--- src/design/rmap_pkg.sv ---
// rmap_pkg: widths, constants and shared types for the RSSI moving-average block.
// No dependencies; every other design file except rmap_chk refers to it by scoped names.
package rmap_pkg;

  // Window length. Must stay a power of two: the average is a right shift.
  localparam int SAMPLE_COUNT = 16;
  localparam int AVG_SHIFT    = $clog2(SAMPLE_COUNT);

  localparam int RAW_W    = 8;
  localparam int LEVEL_W  = 9;
  localparam int SAMPLE_W = 11;
  localparam int SUM_W    = SAMPLE_W + AVG_SHIFT;
  localparam int AVG_W    = 11;
  localparam int PCT_W    = 7;

  localparam int IN_TDATA_W  = 8;
  localparam int OUT_TDATA_W = 32;

  // Raw byte to level mapping
  localparam logic [RAW_W-1:0]   RAW_SPLIT   = 8'd128;
  localparam logic [LEVEL_W-1:0] HIGH_OFFSET = 9'd82;
  localparam logic [LEVEL_W-1:0] LOW_OFFSET  = 9'd65;

  // Percent scale: avg * 100 / 1023
  localparam int PROD_W   = 17;
  localparam int FULL_SCALE_W = 10;
  localparam logic [FULL_SCALE_W:0] FULL_SCALE = 11'd1023;

  typedef logic signed [LEVEL_W-1:0] level_t;
  typedef logic [SAMPLE_W-1:0]       sample_t;
  typedef logic [SUM_W-1:0]          sum_t;

  // Control and data from the top level into the window
  typedef struct packed {
    logic    shift;
    sample_t sample;
  } win_req_t;

endpackage

--- src/design/rmap_level.sv ---
// rmap_level: maps one raw RSSI byte to a signed level and a clamped window sample.
// Pure combinational logic; depends on rmap_pkg.
module rmap_level (
  input  logic [rmap_pkg::RAW_W-1:0] raw,
  output rmap_pkg::level_t           level,
  output rmap_pkg::sample_t          sample
);

  logic [12:0] prod;
  logic [7:0]  scaled;

  // raw * 18 as two shifted copies
  assign prod   = {1'b0, raw, 4'b0} + {4'b0, raw, 1'b0};
  assign scaled = prod[12:5];

  always_comb begin
    if (raw >= rmap_pkg::RAW_SPLIT) begin
      level = rmap_pkg::level_t'({1'b0, scaled} - rmap_pkg::HIGH_OFFSET);
    end else begin
      level = rmap_pkg::level_t'({1'b0, scaled} + rmap_pkg::LOW_OFFSET);
    end
  end

  // Negative levels enter the window as zero
  assign sample = level[rmap_pkg::LEVEL_W-1] ? '0 : {level[7:0], 3'b000};

endmodule

--- src/design/rmap_window.sv ---
// rmap_window: sliding window of samples as a shift line, plus the running sum.
// Depends on rmap_pkg.
module rmap_window (
  input  logic               clk,
  input  logic               rst_n,
  input  rmap_pkg::win_req_t req,
  output rmap_pkg::sum_t     sum_nxt
);

  rmap_pkg::sample_t taps_r [rmap_pkg::SAMPLE_COUNT];
  rmap_pkg::sum_t    sum_r;

  // The last tap is the oldest sample, the one that drops out
  assign sum_nxt = sum_r - rmap_pkg::SUM_W'(taps_r[rmap_pkg::SAMPLE_COUNT-1])
                 + rmap_pkg::SUM_W'(req.sample);

  always_ff @(posedge clk) begin
    if (!rst_n) begin
      sum_r <= '0;
      for (int i = 0; i < rmap_pkg::SAMPLE_COUNT; i++) begin
        taps_r[i] <= '0;
      end
    end else if (req.shift) begin
      sum_r     <= sum_nxt;
      taps_r[0] <= req.sample;
      for (int i = 1; i < rmap_pkg::SAMPLE_COUNT; i++) begin
        taps_r[i] <= taps_r[i-1];
      end
    end
  end

endmodule

--- src/design/rmap_pct.sv ---
// rmap_pct: average * 100 / 1023, truncated, by shift-add and one correction step.
// Pure combinational logic; depends on rmap_pkg.
module rmap_pct (
  input  logic [rmap_pkg::AVG_W-1:0] avg,
  output logic [rmap_pkg::PCT_W-1:0] pct
);

  logic [rmap_pkg::PROD_W-1:0]         prod;
  logic [rmap_pkg::PCT_W-1:0]          q0;
  logic [rmap_pkg::FULL_SCALE_W:0]     rem;

  // avg * 100 = avg*64 + avg*32 + avg*4
  assign prod = {avg, 6'b0} + {1'b0, avg, 5'b0} + {4'b0, avg, 2'b0};

  // x/1024 undershoots x/1023 by at most one; remainder x - q0*1023 < 2*1023
  assign q0  = prod[rmap_pkg::PROD_W-1:rmap_pkg::FULL_SCALE_W];
  assign rem = {1'b0, prod[rmap_pkg::FULL_SCALE_W-1:0]}
             + (rmap_pkg::FULL_SCALE_W+1)'(q0);

  assign pct = (rem >= rmap_pkg::FULL_SCALE) ? q0 + 1'b1 : q0;

endmodule

--- src/design/rssi_moving_average_percent.sv ---
// Sliding-window RSSI average: input register, level mapping, window sum,
// percent scaling and result register. Depends on rmap_pkg and the rmap_* modules.
//
// Usage:
//   Input channel in_*: one raw RSSI byte per transaction in in_tdata[7:0].
//   Result channel out_*: one result per input, in input order, packed as
//   level_dbm [8:0] (signed), average_level [19:9], percent [26:20].
//   An accepted input is held in the input register, then in the result register.
//   One item per cycle is sustained while out_tready stays high; the limit is the
//   single path from the input register through the window sum update and percent
//   scaling into the result register. The window is a 16-tap shift line with a
//   running sum; the first 15 averages include the zero samples it starts with.
//   Reset (rst_n low, synchronous) empties both pipeline registers and clears
//   the window and sum.
//   When out_tready is low a finished result holds in the result register and
//   one more item can still be taken into the input register; after that
//   in_tready drops until the result is taken.
module rssi_moving_average_percent (
  input  logic                               clk,
  input  logic                               rst_n,
  input  logic                               in_tvalid,
  output logic                               in_tready,
  input  logic [rmap_pkg::IN_TDATA_W-1:0]    in_tdata,   // [7:0] raw_rssi
  output logic                               out_tvalid,
  input  logic                               out_tready,
  output logic [rmap_pkg::OUT_TDATA_W-1:0]   out_tdata   // [8:0] level_dbm,
                                                         // [19:9] average_level,
                                                         // [26:20] percent, rest 0
);

  logic                        in_v_r;
  logic [rmap_pkg::RAW_W-1:0]  raw_r;
  logic                        out_free;
  logic                        advance;

  rmap_pkg::level_t            level;
  rmap_pkg::sample_t           sample;
  rmap_pkg::win_req_t          win_req;
  rmap_pkg::sum_t              sum_nxt;
  logic [rmap_pkg::AVG_W-1:0]  avg;
  logic [rmap_pkg::PCT_W-1:0]  pct;

  logic                        out_v_r;
  rmap_pkg::level_t            level_r;
  logic [rmap_pkg::AVG_W-1:0]  avg_r;
  logic [rmap_pkg::PCT_W-1:0]  pct_r;

  assign out_free  = !out_v_r || out_tready;
  assign advance   = in_v_r && out_free;
  assign in_tready = !in_v_r || out_free;

  always_ff @(posedge clk) begin
    if (!rst_n) begin
      in_v_r <= 1'b0;
    end else if (in_tready) begin
      in_v_r <= in_tvalid;
    end
  end

  always_ff @(posedge clk) begin
    if (in_tready && in_tvalid) begin
      raw_r <= in_tdata[rmap_pkg::RAW_W-1:0];
    end
  end

  rmap_level u_level (
    .raw    (raw_r),
    .level  (level),
    .sample (sample)
  );

  assign win_req.shift  = advance;
  assign win_req.sample = sample;

  rmap_window u_window (
    .clk     (clk),
    .rst_n   (rst_n),
    .req     (win_req),
    .sum_nxt (sum_nxt)
  );

  assign avg = sum_nxt[rmap_pkg::AVG_SHIFT +: rmap_pkg::AVG_W];

  rmap_pct u_pct (
    .avg (avg),
    .pct (pct)
  );

  always_ff @(posedge clk) begin
    if (!rst_n) begin
      out_v_r <= 1'b0;
    end else if (out_free) begin
      out_v_r <= in_v_r;
    end
  end

  always_ff @(posedge clk) begin
    if (advance) begin
      level_r <= level;
      avg_r   <= avg;
      pct_r   <= pct;
    end
  end

  assign out_tvalid = out_v_r;
  assign out_tdata  = {5'b0, pct_r, avg_r, level_r};

endmodule

--- config.mk ---
export PLATFORM = sky130hd
export DESIGN_NAME = rssi_moving_average_percent
export DESIGN_NICKNAME = d
export VERILOG_FILES = /design/src/design/rmap_pkg.sv /design/src/design/rmap_level.sv /design/src/design/rmap_window.sv /design/src/design/rmap_pct.sv /design/src/design/rssi_moving_average_percent.sv
export SDC_FILE = /design/constraint.sdc
export NUM_CORES = 1
export LEC_CHECK = 0
export BUFFER_PORTS_ARGS = -buffer_cell sky130_fd_sc_hd__buf_4
export CAP_MARGIN = 25
export CORE_MARGIN = 3
export CORE_UTILIZATION = 56
export CTS_CLUSTER_SIZE = 25
export DETAILED_ROUTE_END_ITERATION = 8
export PLACE_DENSITY = 0.77
export SLEW_MARGIN = 20
export SYNTH_ARGS = -nofsm -noshare
export SYNTH_HDL_FRONTEND = slang
export SYNTH_SLANG_ARGS = --single-unit
export TNS_END_PERCENT = 100
--- constraint.sdc ---
create_clock -name clk -period 9.1 [get_ports clk]
set_clock_uncertainty 0.1 [all_clocks]
set_input_delay 2.275 -clock clk [delete_from_list [all_inputs] [get_ports clk]]
set_output_delay 2.275 -clock clk [all_outputs]
set_load 0.05 [all_outputs]
==> summary.txt <==
Clock tree
  • Htree depth: 4
  • Clock Latency Late Sink: 0.43 ns
  • Maximum clock path buffer count: 2
  • CTS tree: done
  • Clock slew at reported path FFs: 0.07 ns
  • TritonCTS buffer count: 17
  • Cell at the root of the clock tree: clkbuf_16
  • Clk sinks: 177

Floorplan
  • Initial Utilization: 0.577
  • Die height: 132 µm
  • Cell row count: 45
  • Die area: 17400 µm²
  • IO Count: 46
  • Core area: 15400 µm²
  • Die width: 132 µm

Logic synthesis
  • Avg Cell Area, Syn: 12.6 µm²
  • Seq/Total Area, Yosys: 0.584
  • Largest area contributor in the netlist: edfxtp_1
  • Syn. warnings: 0
  • Synth cell types: 62
  • Number of synthesized flops with an enable pin: 163
  • Area contributors post-synth: edfxtp_1 55%, and3_1 5.7%, ha_1 5.6%
  • Syn Inst Count: 704
  • Yosys top cell area share: 0.552
  • Main synth FF type: edfxtp_1
  • Syn Std Cell Area: 8870 µm²
  • Yosys reg bits: 177
  • Asr flop ratio synth: 0

Global routing
  • GRT Total Usage: 0.184
  • Largest net degree at the start of global routing: 111
  • Grt ovf: 0
  • Initial antenna violation count: 0
  • GRT busiest layer: met2
  • Number of global-route vias before repair: 5232
  • GR met1 Demand/Resource: 0.254
  • First-pass GRT wire length: 25900 µm
  • M2 GR Usage: 0.295
  • Met3 Track Usage GR: 0.0347

Cells and area
  • Most frequent cells in the layout: 163 x edfxtp_1, 81 x and3_1, 56 x and2_1
  • Most common cell after layout, fill and taps aside: edfxtp_1
  • Final non-filler cell total: 970
  • Area taken by multi-input logic gates: 3460 µm²
  • FF+latch area: 5170 µm²
  • Ratio of cells with drive above 1 in the final layout: 0.165
  • Antenna diodes: 0
  • P&R area growth vs syn: 14.2%
  • # nets final: 813
  • # fillers: 1130

Worst setup path
  • Most common cell on crit path: a21o_1
  • Buf+Inv Stages, Crit Path: 4
  • R2R setup slack: 0.39 ns
  • R2r endpoint: pct_r[1]
  • Crit. End Element: flip-flop
  • Critical path's largest stage delay: 0.49 ns
  • Crit path max-delay family: compound AO/OA/AOI/OAI gates
  • CP Class: flip-flop to flip-flop
  • Register-to-Register Path Depth: 42
  • Worst r2r src: raw_r[3]
  • Worst path slowest cell: fa_1
  • Req. time, crit path: 9.17 ns
  • CP arrival: 8.78 ns
  • Worst setup SP type: flip-flop
  • CP max FO: 12

Placement
  • Port Buffers: 40
  • GPL Wtd Cong: 0.868
  • Placed Instances: 934
  • Post-DP HPWL: 9950 µm

STA
  • Setup violations, final: 0
  • Fmax: 0.115 GHz
  • Slew headroom: 0.442
  • Tmin final: 8.71 ns
  • Max-slew violations: 0
  • Setup TNS: 0 ns
  • Final Cycle Share: 0.957
  • Final Hold Viols: 0
  • Worst Max-Slew Pin Slew: 0.837 ns

Hold path
  • Beginning of the worst hold path: u_window.sum_r[5]
  • Hold EP: u_window.sum_r[5]
  • Worst min path class: flip-flop to flip-flop
  • WHS Path Cells: 2

Routing
  • Initial DRT Pass Iterations: 5
  • Initial DRC count: 537
  • Routed wire per std cell: 16.3 µm
  • Vias/cell: 5.51
  • Routed vias: 5343
  • Post-route DRC: 0
  • Final wirelength: 15800 µm
  • Detail Route Antenna Nets: 0

Run
  • Max Cap Viol: 0

Status
  • Status: completed
==> per-stage QoR <==
step                setup slack [ns]  hold WS (ns)  cell area, µm²  utilization
finish                         0.391         0.396           10100        0.659
floorplan                      0.642         0.343            8880            -
global route                  -0.112         0.412           10100        0.659
global placement               0.506         0.356            9370        0.609
detailed placement             0.208         0.369            9370        0.609
CTS                            0.139         0.381            9960        0.648
==> worst max-delay path by stage <==
stage,startpoint,to,cells past startpoint
after floorplan,raw_r[3],pct_r[1],38
after global placement,raw_r[3],pct_r[1],40
after detailed placement,raw_r[3],pct_r[1],40
after CTS,raw_r[3],pct_r[1],40
after global routing,raw_r[3],pct_r[1],42
final,raw_r[3],pct_r[1],42
==> worst reg2reg max path: cells and delay by family, from the launching register on <==
kind,cells,cell delay (ns)
fa+ha+maj,7,2.41
flops,1,0.44
buf+inv,4,0.47
compound gates,16,2.77
xor+xnor,5,0.93
simple gates,9,1.02
mux,1,0.33
==> per-layer routing <==
metal,part of all wire,wire length (µm)
met5,0,0
met3,0.043,683
met1,0.46,7230
met2,0.48,7570
met4,0.020,319
==> cell usage after synthesis, drive strengths merged (3+ instances only) <==
master  instances
o21a            3
nand4b          3
nor2b           9
xor2           14
inv            56
nand2          30
clkbuf         28
a21boi         10
a21oi          27
a21o           10
nand3          13
dfxtp          14
buf             6
nand4           3
and2           56
ha             40
nor2           22
o211ai          3
o21bai          3
nor3            4
or3             4
xnor2          29
nand2b          4
a211oi          4
o21ai          18
edfxtp        163
and3           81
a31oi           4
fa             15
==> cell families (layout without fill, tap and decap cells) <==
group	Yosys count	count (layout)	synth area share
buffers and inverters	90	141	0.0404
adder cells (fa/ha/maj)	57	57	0.0927
AND/OR/NAND/NOR	236	236	0.156
flip-flops	177	177	0.584
XOR/XNOR	46	46	0.0502
other	1	5	0.000423
multiplexers	3	3	0.00367
AO/OA/AOI/OAI	94	94	0.0732
==> area by class of cell <==
type / count / share of cell area
Clock buffer: 19 / 0.0437
Clock inverter: 13 / 0.0148
Inverter: 56 / 0.0210
Multi-Input combinational cell: 441 / 0.342
Sequential cell: 177 / 0.511
Tap cell: 211 / 0.0261
Timing Repair Buffer: 53 / 0.0413
==> what timing repair did <==
item                       in CTS  in global routing
buffers inserted                0                  3
hold buffers                    0                  0
gates resized for setup         0                 24
setup endpoints to repair       0                  7
==> flip-flops by register name (all words and copies together), names as in the netlist <==
name	cells
raw_r	8
level_r	9
u_window.taps_r	128
avg_r	11
u_window.sum_r	12
out_tvalid	1
pct_r	7
in_v_r	1
Power is left out: the tool's default activity adds up to more than one toggle a clock period on the data nets, which glitch-free logic cannot reach.
